==> src/rtl/core/dpfc_pkg.sv <==
`timescale 1ns / 1ps
// ----------------------------------------------------------------------------
// dpfc_pkg: shared types and codes for the dedup packet FIFO
// Entry layout, broadcast query bundle, per-cell control and operation codes.
// ----------------------------------------------------------------------------
package dpfc_pkg;

  // Operation codes carried on in_op
  localparam logic [1:0] OP_ADD = 2'd0;
  localparam logic [1:0] OP_FWD = 2'd1;
  localparam logic [1:0] OP_CNT = 2'd2;

  // Width of the configuration register and of the saturated count
  localparam int unsigned LIMIT_W  = 7;
  localparam int unsigned COUNT_W  = 7;
  localparam logic [COUNT_W-1:0] COUNT_SAT = 7'd127;
  localparam logic [LIMIT_W-1:0] LIMIT_RST = 7'd64;

  // One held packet: source in the top 16 bits, then destination, then stamp
  typedef struct packed {
    logic [15:0] src;
    logic [15:0] dest;
    logic [31:0] stamp;
  } entry_t;

  // Query broadcast to every cell at accept
  typedef struct packed {
    entry_t      word;
    logic [31:0] first;
    logic [31:0] last;
  } query_t;

  // Per-cell move controls
  typedef struct packed {
    logic shift;
    logic load;
  } cell_ctrl_t;

endpackage

==> src/rtl/core/dpfc_cell.sv <==
`timescale 1ns / 1ps
// ----------------------------------------------------------------------------
// dpfc_cell: one slot of the packet chain
// Holds one packet, takes its neighbor's packet on a pop, loads a new one on
// an append, and registers its duplicate and range-match flags at accept.
// ----------------------------------------------------------------------------
module dpfc_cell
  import dpfc_pkg::*;
(
  input  logic       clk,
  input  logic       cap,
  input  query_t     q,
  input  logic       live,
  input  cell_ctrl_t ctrl,
  input  entry_t     new_word,
  input  entry_t     nbr_word,
  output entry_t     word_o,
  output logic       dup_o,
  output logic       hit_o
);

  entry_t word_r;
  logic   dup_r;
  logic   hit_r;

  always_ff @(posedge clk) begin
    if (ctrl.load) begin
      word_r <= new_word;
    end else if (ctrl.shift) begin
      word_r <= nbr_word;
    end
  end

  // sample match flags against the query that is being accepted
  always_ff @(posedge clk) begin
    if (cap) begin
      dup_r <= live && (q.word == word_r);
      hit_r <= live && (q.word.dest == word_r.dest) &&
               (word_r.stamp >= q.first) && (word_r.stamp <= q.last);
    end
  end

  assign word_o = word_r;
  assign dup_o  = dup_r;
  assign hit_o  = hit_r;

endmodule

==> config.mk <==
export PLATFORM = sky130hd
export DESIGN_NAME = dpfc_cell
export DESIGN_NICKNAME = d
export VERILOG_FILES = /design/src/rtl/core/dpfc_pkg.sv /design/src/rtl/core/dpfc_cell.sv
export SDC_FILE = /design/constraint.sdc
export NUM_CORES = 1
export LEC_CHECK = 0
export ABC_AREA = 1
export BUFFER_PORTS_ARGS = -buffer_cell sky130_fd_sc_hd__buf_2
export CORE_AREA = 2 2 127 129
export CTS_BUF_LIST = sky130_fd_sc_hd__clkbuf_2 sky130_fd_sc_hd__clkbuf_4 sky130_fd_sc_hd__clkbuf_8
export DETAILED_ROUTE_END_ITERATION = 10
export DIE_AREA = 0 0 129 131
export PLACE_DENSITY = 0.66
export SYNTH_ARGS = -nofsm -noshare
export SYNTH_HDL_FRONTEND = slang
export SYNTH_SLANG_ARGS = --single-unit
==> constraint.sdc <==
create_clock -name clk -period 1.9 [get_ports clk]
set_input_delay 0.19 -clock clk [delete_from_list [all_inputs] [get_ports clk]]
set_output_delay 0.19 -clock clk [all_outputs]
set_load 0.03 [all_outputs]
==> summary.txt <==
Outcome
  – Run status: completed

Job
  – Max Cap Violations: 0

Synth
  – Unique masters post-synth: 26
  – Mux cell area share after synthesis: 0%
  – Ys Warns: 0
  – Commonest cells post-synth: 297 x nand2_1, 97 x inv_1, 66 x edfxtp_1, 64 x ha_1, 32 x nor2_1
  – Top-area cell type share of the netlist area: 37.27%
  – Top FF cell, synth: edfxtp_1
  – Syn avg cell area: 7.575 um2
  – Post-Synth Simple-Gate Area: 26.61%
  – Xor/xnor share of the synthesized area: 7.082%
  – Syn nets: 1027
  – Largest family of logic cells by synthesized area: simple AND/OR/NAND/NOR gates
  – Count leader, synth: nand2_1
  – Synth top area cells: edfxtp_1 37%, nand2_1 21%, ha_1 15%, inv_1 6.8%, xnor2_1 4.9%
  – Post-synthesis adder-cell area fraction: 15.06%
  – Post-synth EDFFs: 66
  – Share of flip-flops with an asynchronous set or reset: 0%
  – Synthesized area: 5318 um2
  – Yosys reg bits: 66
  – Mapped Cells: 702
  – Dominant cell type by area after synthesis: edfxtp_1
  – Post-synthesis sequential area ratio: 37.27%
  – Area fraction in compound gates after synthesis: 5.718%

STA
  – Unrepaired setup endpoints after global routing: no
  – Final period util: 93.76%
  – Setup TNS: 0 ns
  – Worst Tran Pin Value: 1.077 ns
  – Final Max Tran Viols: 0
  – Final hold violations: 0
  – Crit path time final: 1.781 ns
  – Clk_skew: 0.01131 ns
  – Max Fclk: 561.4 MHz
  – Final setup viols: 0
  – Slew margin rel.: 28.18%

Critical path
  – CP Cell Sequence: ha_1 > nand2_1 > inv_1 > nand4_1 > nor2_2 > nand2_1 > a21oi_2 > nor2_1
  – Critical path arrival: 1.90 ns
  – Critical Path Source: word_o[18]$_DFFE_PP_
  – Setup CP Type: register to register
  – FF-to-FF path depth: 8
  – Worst path top cell family by delay: flip-flops
  – Worst path max stage delay: 0.54 ns
  – Crit path buffers/inverters: 1
  – Critical Path Slowest Stage Cell: edfxtp_1
  – CP Capture Type: register
  – Critical Path Most Common Cell: nand2_1
  – Reg2reg start: word_o[18]$_DFFE_PP_
  – Flop-to-flop setup slack: 0.12 ns
  – Crit-path max FO: 4
  – R2r endpoint: hit_o$_DFFE_PP_
  – Critical Path End: hit_o$_DFFE_PP_
  – WP depth: 8
  – WP data required: 2.02 ns
  – CP Launch Type: register

Final layout
  – Ant. Diodes: 0
  – Area of the multi-input gates: 2928 um2
  – Non-Filler Instances: 1261
  – Reg area: 1982 um2
  – Final core utilization: 48.11%
  – Share of post-route cells with drive strength above 1: 35.69%
  – Final-stage net count: 1365
  – Area growth syn-to-layout: 41.13%
  – Non-Filler Cell Area, Final: 7505 um2
  – Fillers: 1652

Pwr
  – Combinational Power Share: 35.3%
  – Net Sw Frac: 36.80%
  – Sw Pwr: 1.832 mW
  – Pleak: 4.275 nW
  – Power share of the clock group: 25.5%
  – Reg power frac: 39.2%
  – Pwr/cell area: 663.4 nW/um2
  – Internal Power: 3.146 mW
  – Peak supply drop: 0.0003833 V

Floorplanning
  – Die Ht: 131 um
  – Io pins: 327
  – Initial Util: 34.09%
  – # rows: 46
  – Die area: 16900 um2
  – Chip Width: 129 um
  – Core Box Area: 15600 um2

Place
  – Port buffer count: 326
  – Gp weighted congestion: 0.8494
  – Dpl cells: 1237
  – Placed instance area: 7211 um2
  – Dpl hpwl: 15400 um

Global route
  – M1 GR Usage: 24.58%
  – First-pass GRT wire length: 26300 um
  – Largest net degree at the start of global routing: 65
  – Met2 GRT Util: 37.29%
  – Total GRT Usage: 20.93%
  – Initial antenna violation count: 1
  – Remaining Overflow, GRT: 0
  – Top Usage Layer GRT: met2
  – Number of global-route vias before repair: 5180
  – M3 GR Usage: 4.479%

Detailed routing
  – First drt pass iteration count: 4
  – DRC viols: 0
  – Final ANT Viol Nets: 0
  – DR vias/cell: 4.393
  – Vias: 5540
  – Final wirelength: 18070 um
  – Initial drt markers: 143
  – Drt wl/cell: 14.33 um

Min path
  – Worst hold path type: primary input to register

Clock tree
  – CTS sink count: 66
  – CTS Buffer Depth: 2
  – H-tree levels: 3
  – Clk_lat worst skew: 0.36 ns
  – CTS clock-pin slew for the worst setup and hold paths: 0.09 ns
  – CTS tree: yes
  – Cts bufs inserted: 9
  – Root Driver: clkbuf_8
  – # hold bufs at CTS: 0
-- registers in the layout, indices dropped and copies added, names as in the netlist --
signal,cells
dup_o,1
hit_o,1
word_o,64
-- metal layers --
layer,routed length [um],part of all wire [%]
met2,9085,50
met5,0,0
met1,7313,40
met3,1215,6.7
met4,451,2.5
-- worst register-to-register path, stage by stage (launching register included) --
cell	delay, ns
edfxtp_1	0.54
ha_1	0.37
nand2_1	0.05
inv_1	0.05
nand4_1	0.11
nor2_2	0.15
nand2_1	0.08
a21oi_2	0.14
nor2_1	0.05
-- power groups by stage --
stage	logic [mW]	clock network [mW]	registers (mW)
2_1_floorplan	0.725	0	2.27
3_3_place_gp	1.70	0	1.99
6_report	1.76	1.27	1.95
4_1_cts	1.73	1.30	1.96
3_5_place_dp	1.72	0	2.00
5_1_grt	1.97	1.35	1.98
-- layout by cell type (no fill, tap or decap) --
cell type	n
nor2_1	28
nor3_1	11
buf_4	14
o21a_2	1
o22ai_1	8
clkbuf_4	1
edfxtp_1	66
and2_4	1
ha_4	1
xor2_1	13
bufinv_16	1
xnor2_1	30
clkbuf_8	9
buf_2	326
ha_1	63
o21ai_0	4
o21a_1	3
nand4_1	9
or2_1	2
a22o_1	2
nand2_2	1
nand3_1	4
and3b_1	1
or2_4	1
a21o_1	2
o21ai_1	5
inv_2	5
clkinv_4	3
nor2_2	6
a21oi_1	28
inv_6	2
nand2_1	296
a21oi_2	1
inv_1	97
-- stage by stage --
| step | power, mW | setup WS (ns) | hold WS (ns) |
|---|---|---|---|
| global route | 5.299 | 0.001320 | 0.06968 |
| floorplan | 2.991 | 0.1182 | 0.3025 |
| global placement | 3.691 | 0.07769 | 0.4521 |
| CTS | 4.996 | 0.06670 | 0.05921 |
| finish | 4.979 | 0.1186 | 0.08232 |
| detailed placement | 3.720 | 0.08781 | 0.4443 |
-- cell type report --
class                      instances  share of cell area, %
sequential                        66                  26.41
tap                              216                  3.601
inverter                         102                  5.102
multi-input combinational        521                  39.01
clock buffer                      10                  1.751
timing repair buffer             340                  23.14
clock inverter                     6                 0.9837
-- how the worst min path moves through the flow --
stage,endpoint,cells after the start,start
finish,word_o[63]$_DFFE_PP_,3,nbr_word[63]
global placement,hit_o$_DFFE_PP_,1,cap
floorplan,dup_o$_DFFE_PP_,0,cap
global route,hit_o$_DFFE_PP_,1,cap
CTS,word_o[63]$_DFFE_PP_,3,nbr_word[63]
detailed placement,hit_o$_DFFE_PP_,1,cap
-- cell families after synthesis --
| family | count (synthesis) |
|---|---|
| buffers and inverters | 115 |
| adders and majority gates | 64 |
| AOI/OAI and AO/OA | 54 |
| DFF | 66 |
| xor gates and xnor gates | 43 |
| and+or+nand+nor | 360 |
-- timing repair --
item / CTS / global route
endpoints found under the setup margin: 0 / 1
setup buffers: 0 / 8
resized for setup: 0 / 7
(Power assumes the default switching activity.)
