`src/rtl/core/dpfc_count.sv`:
```
`timescale 1ns / 1ps
// ----------------------------------------------------------------------------
// dpfc_count: range-match counter
// Popcounts the cell hit flags in groups of eight, then drains the group sums
// eight per cycle through a shift line into an accumulator.
// ----------------------------------------------------------------------------
module dpfc_count #(
  parameter int unsigned DEPTH = 64,
  parameter int unsigned CW    = 7
) (
  input  logic             clk,
  input  logic             rst_n,
  input  logic             load,
  input  logic [DEPTH-1:0] hits,
  output logic             busy,
  output logic [CW-1:0]    total
);

  localparam int unsigned NG  = (DEPTH + 7) / 8;
  localparam int unsigned NP  = (NG + 7) / 8;
  localparam int unsigned NGA = NP * 8;
  localparam int unsigned PW  = $clog2(NP + 1);

  logic [NGA*8-1:0] hits_pad;
  logic [3:0]       pc     [NGA];
  logic [3:0]       grp_r  [NGA];
  logic [3:0]       grp_nxt[NGA];
  logic [6:0]       sum8;
  logic [CW-1:0]    acc_r;
  logic [PW-1:0]    pass_r;

  assign hits_pad = (NGA*8)'(hits);

  for (genvar g = 0; g < NGA; g++) begin : g_grp
    always_comb begin
      pc[g] = 4'd0;
      for (int k = 0; k < 8; k++) begin
        pc[g] = pc[g] + 4'(hits_pad[g*8+k]);
      end
    end
    if (g + 8 < NGA) begin : g_sh
      assign grp_nxt[g] = grp_r[g+8];
    end else begin : g_end
      assign grp_nxt[g] = 4'd0;
    end
  end

  // add the eight group sums at the head of the line
  always_comb begin
    sum8 = 7'd0;
    for (int k = 0; k < 8; k++) begin
      sum8 = sum8 + 7'(grp_r[k]);
    end
  end

  always_ff @(posedge clk) begin
    if (!rst_n) begin
      pass_r <= '0;
    end else if (load) begin
      pass_r <= PW'(NP);
    end else if (pass_r != '0) begin
      pass_r <= pass_r - PW'(1);
    end
  end

  always_ff @(posedge clk) begin
    if (load) begin
      grp_r <= pc;
      acc_r <= '0;
    end else if (pass_r != '0) begin
      grp_r <= grp_nxt;
      acc_r <= acc_r + CW'(sum8);
    end
  end

  assign busy  = (pass_r != '0);
  assign total = acc_r;

endmodule

```
`config.mk`:
```
export PLATFORM = sky130hd
export DESIGN_NAME = dpfc_count
export DESIGN_NICKNAME = d
export VERILOG_FILES = /design/src/rtl/core/dpfc_count.sv
export SDC_FILE = /design/constraint.sdc
export NUM_CORES = 1
export LEC_CHECK = 0
export CAP_MARGIN = 20
export CORE_MARGIN = 3
export CORE_UTILIZATION = 45
export DETAILED_ROUTE_END_ITERATION = 7
export DONT_BUFFER_PORTS = 1
export PLACE_DENSITY = 0.6
export SLEW_MARGIN = 0
export SYNTH_ARGS = -nofsm -noshare
export SYNTH_HDL_FRONTEND = slang
export SYNTH_SLANG_ARGS = --single-unit
export TNS_END_PERCENT = 5
```
`constraint.sdc`:
```
create_clock -name clk -period 5 [get_ports clk]
set_input_delay 1 -clock clk [delete_from_list [all_inputs] [get_ports clk]]
set_output_delay 1 -clock clk [all_outputs]
set_load 0.1 [all_outputs]
```
==> results of run 1 <==
==> registers in the layout, summed over array words and instances, names as in the netlist <==
register  flops
total         7
busy          1
grp_r        32
==> cell usage after synthesis, drive strengths merged <==
| master | instances |
|---|---|
| inv | 111 |
| fa | 59 |
| ha | 34 |
| edfxtp | 32 |
| nor2 | 27 |
| and2 | 15 |
| nand2 | 11 |
| a21oi | 10 |
| dfxtp | 8 |
| xnor2 | 6 |
| clkbuf | 4 |
| xor2 | 4 |
| mux2i | 3 |
| a21o | 2 |
| a2111oi | 1 |
| a211oi | 1 |
| buf | 1 |
| mux2 | 1 |
| nand2b | 1 |
| nand3 | 1 |
| nand4b | 1 |
| nor2b | 1 |
| o21bai | 1 |
| o311ai | 1 |
==> worst register-to-register path, cell delays in order, from the launching register on <==
cell       delay (ns)
edfxtp_1         0.40
fa_1             0.51
inv_1            0.05
fa_1             0.51
fa_1             0.52
fa_1             0.48
inv_1            0.06
ha_1             0.15
inv_1            0.05
fa_1             0.38
nand2b_1         0.17
a2111oi_1        0.31
o21bai_2         0.18
mux2_1           0.32
==> stage by stage <==
stage	power, mW	area [sq um]
2_1_floorplan	1.84	3660
3_3_place_gp	2.10	3830
3_5_place_dp	2.13	3830
4_1_cts	2.41	3940
5_1_grt	2.74	3940
6_report	2.36	3940
==> cell families (layout without fill, tap and decap cells) <==
family | Yosys count | in the layout | share of synthesized area, %
multiplexers | 4 | 4 | 1.13
AND/OR/NAND/NOR | 57 | 57 | 7.18
AO/OA/AOI/OAI | 16 | 16 | 2.80
flip-flops | 40 | 40 | 30.6
adder cells (fa/ha/maj) | 93 | 93 | 43.9
XOR/XNOR | 10 | 10 | 2.39
buffers and inverters | 116 | 127 | 12.0
==> how the worst max path moves through the flow <==
stage | start | to | slack (ns) | cells after the start
after global routing | grp_r[2]$_SDFFCE_PN0P_ | total[6]$_SDFFE_PP0P_ | 0.58 | 13
after CTS | grp_r[2]$_SDFFCE_PN0P_ | total[6]$_SDFFE_PP0P_ | 0.78 | 13
after detailed placement | grp_r[2]$_SDFFCE_PN0P_ | total[6]$_SDFFE_PP0P_ | 0.76 | 13
final | grp_r[2]$_SDFFCE_PN0P_ | total[6]$_SDFFE_PP0P_ | 0.81 | 13
after floorplan | total[3]$_SDFFE_PP0P_ | total[6]$_SDFFE_PP0P_ | 0.20 | 12
after global placement | grp_r[2]$_SDFFCE_PN0P_ | total[6]$_SDFFE_PP0P_ | 0.84 | 13
==> area by class of cell <==
| class | instances | share of cell area [%] |
|---|---|---|
| Multi-Input combinational cell | 180 | 53.4 |
| Sequential cell | 40 | 28.5 |
| Inverter | 111 | 10.6 |
| Tap cell | 102 | 3.24 |
| Clock buffer | 5 | 1.75 |
| Timing Repair Buffer | 8 | 1.53 |
| Clock inverter | 3 | 1.08 |
==> power by group through the flow <==
stage | registers, mW | clock network (mW) | logic, mW
floorplan | 0.575 | 0 | 1.26
global placement | 0.488 | 0 | 1.61
detailed placement | 0.490 | 0 | 1.64
CTS | 0.483 | 0.275 | 1.66
global route | 0.490 | 0.289 | 1.96
finish | 0.481 | 0.267 | 1.61
==> routing by layer <==
layer	up-vias	GRT usage (%)	share of wire, %
li1	1008	-	-
met1	974	17.3	42
met2	47	22.3	52
met3	7	2.74	5.1
met4	0	3.55	1.2
met5	-	0	0
==> cells in the final DEF, fill, tap and decap left out, types with 2 or more instances in the layout <==
cell type  synthesis  layout
inv_1            110     110
fa_1              59      59
ha_1              34      34
edfxtp_1          32      32
nor2_1            27      27
and2_1            15      15
nand2_1           11      11
a21oi_1           10      10
dfxtp_1            8       8
buf_4              1       8
xnor2_1            6       6
clkbuf_8           0       5
xor2_1             4       4
mux2i_1            3       3
a21o_1             2       2
==> flow_summary.yaml, run 1 <==
status:
  status: "completed"
detailed_routing:
  ant_nets: 0
  drt_wl_total_mm: 5.62
  first_pass_iters: 4
  drt-wirelength-per-cell_um: 12.5
  num_vias: 2036
  drt_iter0_drc: 68
  drc: 0
  avgViaCountPerCell: 4.53
timing:
  rsz0062_at_grt: "no"
  slew_violations: 0
  final-setup-viol-count: 0
  fmax_mhz: 239
  finalCritPeriodShare_pct: 83.8
  slew_headroom_pct: 34.0
  holdWs_ns: 0.756
  finClkSkew_ns: 0.0104
  period_needed_ns: 4.19
  hold_violations: 0
  setup_slack_ns: 0.808
  worst_pin_slew_ns: 0.989
  finalSetupTns_ns: 0
pwr:
  intPower_mw: 1.30
  ir_drop_mv: 0.351
  p_sw_mw: 1.05
  switching_share_pct: 44.7
  power_frac_comb_pct: 68.3
  p_per_area_nw_per_um2: 599
  seq_power_share_pct: 20.4
  p_clk_share_pct: 11.3
  leakage_nw: 1.96
final_layout:
  seqCellArea_sq_um: 1120
  syn_to_final_growth_pct: 7.55
  layout.nets: 506
  stdcell_count: 449
  drive_gt1_share_pct: 4.90
  multi_input_area_sq_um: 2100
  final_util_pct: 50.4
  diodes: 0
  fillers: 746
clocking:
  cts-root-buf: "clkbuf_8"
  h-tree-depth: 2
  clk_latency_ns: 0.30
  cts-buffers-inserted: 5
  holdBufCountCts: 0
  clock_sinks: 40
  path_clk_slew_ns: 0.09
  cts-resized-gates: 0
  cts_buffer_depth: 2
  cts_tree: "yes"
  post-cts-setup-buffers: 0
synthesis:
  syn_area_per_cell_sq_um: 10.9
  synth_area_leader_cell: "fa_1"
  synth_nets: 496
  yosysTopAreaCellShare_pct: 32.3
  yosysWarnings: 0
  ys_seq_area_share_pct: 30.6
  ys_types: 25
  netlist_area_sq_um: 3660
  yosys-top-cells-area: "fa_1 (32%), edfxtp_1 (26%), ha_1 (12%), inv_1 (11%), dfxtp_1 (4.4%)"
  syn_inst: 336
  ys_ff_latch: 40
place:
  dp_hpwl_mm: 4.77
  place_congestion: 0.774
  dpl.cell_count: 441
  preCtsSetupSlack_ns: 0.763
  io_buffers: 0
critical_path:
  worst-endpoint-arrival_ns: 4.38
  reg2reg_slack_ns: 0.81
  cp-end-kind: "register"
  startpoint_type: "register"
  crit_path_top_delay_cell: "fa_1"
  worstRegToRegCells: 13
  max_stage_delay_ns: 0.52
  crit_chain: "fa_1 > inv_1 > fa_1 > fa_1 > fa_1 > inv_1 > ha_1 > inv_1 > fa_1 > nand2b_1 > a2111oi_1 > o21bai_2 > mux2_1"
  crit_path_max_fanout: 2
  worstSetupPathType: "register to register"
  r2r_start: "grp_r[2]$_SDFFCE_PN0P_"
  crit_family: "adder cells"
  rr_endpoint: "total[6]$_SDFFE_PP0P_"
  cp_common_cell: "fa_1"
  worstPathRequired_ns: 5.19
  cp_num_buf_inv: 3
floorplanning:
  die_w_um: 96.2
  row_count: 32
  start_util_pct: 46.9
  io_pins: 75
  core_sq_um: 7810
  dieArea_sq_um: 9250
  die_h_um: 96.2
global_route:
  grt_pass1_wl_mm: 9.29
  grt-ovfl-total: 0
  grt_max_degree: 33
  track_usage_pct: 13.2
  grt_pass1_vias: 2118
  antenna_found_initial: 0
worst_hold_path:
  hold_class: "register to register"
  holdPathStages: 3
  worstHoldStart: "total[3]$_SDFFE_PP0P_"
  min_to: "total[3]$_SDFFE_PP0P_"
flow_run:
  maxCapViolCount: 0
Power figures use the tool's default switching activity.
==> inputs of run 2 (changes only) <==
clock period = 3.86 ns   (was 5 ns; I/O delays follow)
==> run 2 against run 1 <==
Compared with the run above:
- the flow now finishes with violations (negative setup slack)
- power increased by 43%
- register-to-register slack lost 1.0 ns
- wire length is 0.41% lower
- highest routed layer unchanged
- critical endpoint unchanged
- global-route usage is 0.47 points higher
- final cell count increased by 0.22%
- clock power rose by 29%
- largest power group unchanged
- count of clock-buffer cells in the layout stayed put
- maximum frequency increased by 3.4%
==> flow_summary.yaml, run 2 (same netlist as run 1, synthesis figures left out) <==
status:
  status: "finished with violations"
  violations: "negative setup slack"
final_layout:
  final_common_cell: "inv_1"
  seqCellArea_sq_um: 1130
  drive_gt1_share_pct: 10.1
  final_util_pct: 51.3
  largest_register_ffs: 32
  stdcell_count: 450
  multi_input_area_sq_um: 2150
  final_cell_mix: "inv_1 (106), fa_1 (54), ha_1 (33), edfxtp_1 (32), nor2_1 (27)"
  largest-register: "grp_r"
  syn_to_final_growth_pct: 9.50
  diodes: 0
  fillers: 723
  layout.nets: 507
timing:
  setup_slack_ns: -0.195
  hold_violations: 0
  slew_violations: 0
  period_needed_ns: 4.05
  slew_headroom_pct: 33.4
  fmax_mhz: 247
  rsz0062_at_grt: "yes"
  worst_pin_slew_ns: 0.997
  finalCritPeriodShare_pct: 105
  holdWs_ns: 0.539
  final-setup-viol-count: 1
  finClkSkew_ns: 0.00401
critical_path:
  crit_path_max_fanout: 2
  rr_endpoint: "total[6]$_SDFFE_PP0P_"
  reg2reg_slack_ns: -0.19
  worstRegToRegCells: 13
  worstSetupPathType: "register to register"
  cp-end-kind: "register"
  worst-endpoint-arrival_ns: 4.24
  startpoint_type: "register"
  r2r_start: "grp_r[30]$_SDFFCE_PN0P_"
  worstPathRequired_ns: 4.05
worst_hold_path:
  hold_class: "input port to register"
  holdPathStages: 1
  min_to: "total[2]$_SDFFE_PP0P_"
  worstHoldStart: "load"
detailed_routing:
  drt_wl_total_mm: 5.60
  drc: 0
  ant_nets: 0
  num_vias: 2073
  drt_iter0_drc: 37
  avgViaCountPerCell: 4.61
  first_pass_iters: 4
  drt-wirelength-per-cell_um: 12.4
global_route:
  grt_pass1_wl_mm: 9.73
  grt_max_degree: 33
  track_usage_pct: 13.7
  grt_pass1_vias: 2199
  antenna_found_initial: 0
  grt-ovfl-total: 0
floorplanning:
  row_count: 32
  core_sq_um: 7810
  dieArea_sq_um: 9250
  io_pins: 75
  die_w_um: 96.2
  start_util_pct: 46.9
  die_h_um: 96.2
clocking:
  cts-root-buf: "clkbuf_8"
  cts_buffer_depth: 2
  clock_sinks: 40
  cts-buffers-inserted: 5
  h-tree-depth: 2
  cts_tree: "yes"
  path_clk_slew_ns: 0.08
  clk_latency_ns: 0.29
  post-cts-setup-buffers: 0
  holdBufCountCts: 0
place:
  preCtsSetupSlack_ns: -0.270
  io_buffers: 0
  dp_hpwl_mm: 4.79
  place_congestion: 0.822
  dpl.cell_count: 442
pwr:
  p_per_area_nw_per_um2: 841
  leakage_nw: 1.97
  ir_drop_mv: 0.493
flow_run:
  maxCapViolCount: 0
-- run 2: report_power, final --
part / switching, mW / total [mW] / internal, mW
registers: 0.0516 / 0.630 / 0.578
logic: 1.30 / 2.40 / 1.10
clock network: 0.153 / 0.345 / 0.192
-- run 2: final cells by class --
type / count / share of cell area [%]
clock inverters: 3 / 1.06
clock buffers: 5 / 1.72
inverters: 111 / 10.4
well taps: 102 / 3.18
repair buffers: 9 / 1.69
multi-input cells: 180 / 53.7
flip-flops and latches: 40 / 28.3
-- run 2: what timing repair did --
item / CTS / global route
pin swaps: 7 / 4
resized for setup: 5 / 3
cloned: 0 / 0
endpoints found under the setup margin: 1 / 2
-- run 2: worst max-delay path by stage --
stage,from,to,slack [ns],cells after the start
6_report,grp_r[30]$_SDFFCE_PN0P_,total[6]$_SDFFE_PP0P_,-0.19,13
5_1_grt,grp_r[30]$_SDFFCE_PN0P_,total[6]$_SDFFE_PP0P_,-0.35,13
4_1_cts,grp_r[2]$_SDFFCE_PN0P_,total[6]$_SDFFE_PP0P_,-0.24,13
3_5_place_dp,grp_r[9]$_SDFFCE_PN0P_,total[6]$_SDFFE_PP0P_,-0.27,13
3_3_place_gp,grp_r[9]$_SDFFCE_PN0P_,total[6]$_SDFFE_PP0P_,-0.20,13
2_1_floorplan,total[2]$_SDFFE_PP0P_,total[6]$_SDFFE_PP0P_,-0.17,13
-- run 2: critical path, cell delays in order, from the launching register on --
cell	delay (ns)
edfxtp_1	0.41
fa_1	0.51
fa_1	0.52
inv_2	0.05
fa_1	0.54
fa_1	0.40
inv_1	0.07
ha_2	0.18
inv_2	0.04
fa_2	0.32
nand2b_4	0.16
a2111oi_4	0.27
o21bai_4	0.17
mux2_4	0.31
-- run 2: per-stage QoR --
stage               TNS, ns  power (mW)  area (sq um)
finish               -0.195        3.37          4010
floorplan            -0.174        2.50          3700
global placement     -0.198        2.93          3870
CTS                  -0.240        3.46          4010
detailed placement   -0.270        2.99          3870
global route         -0.350        3.85          4010
-- run 2: per-layer routing --
layer  track usage, %  vias to the layer above  part of all wire [%]
li1                 -                     1015                     -
met1             19.5                     1006                    44
met2             21.7                       44                    50
met3             2.42                        8                   5.1
met4             3.55                        0                   1.1
met5                0                        -                     0
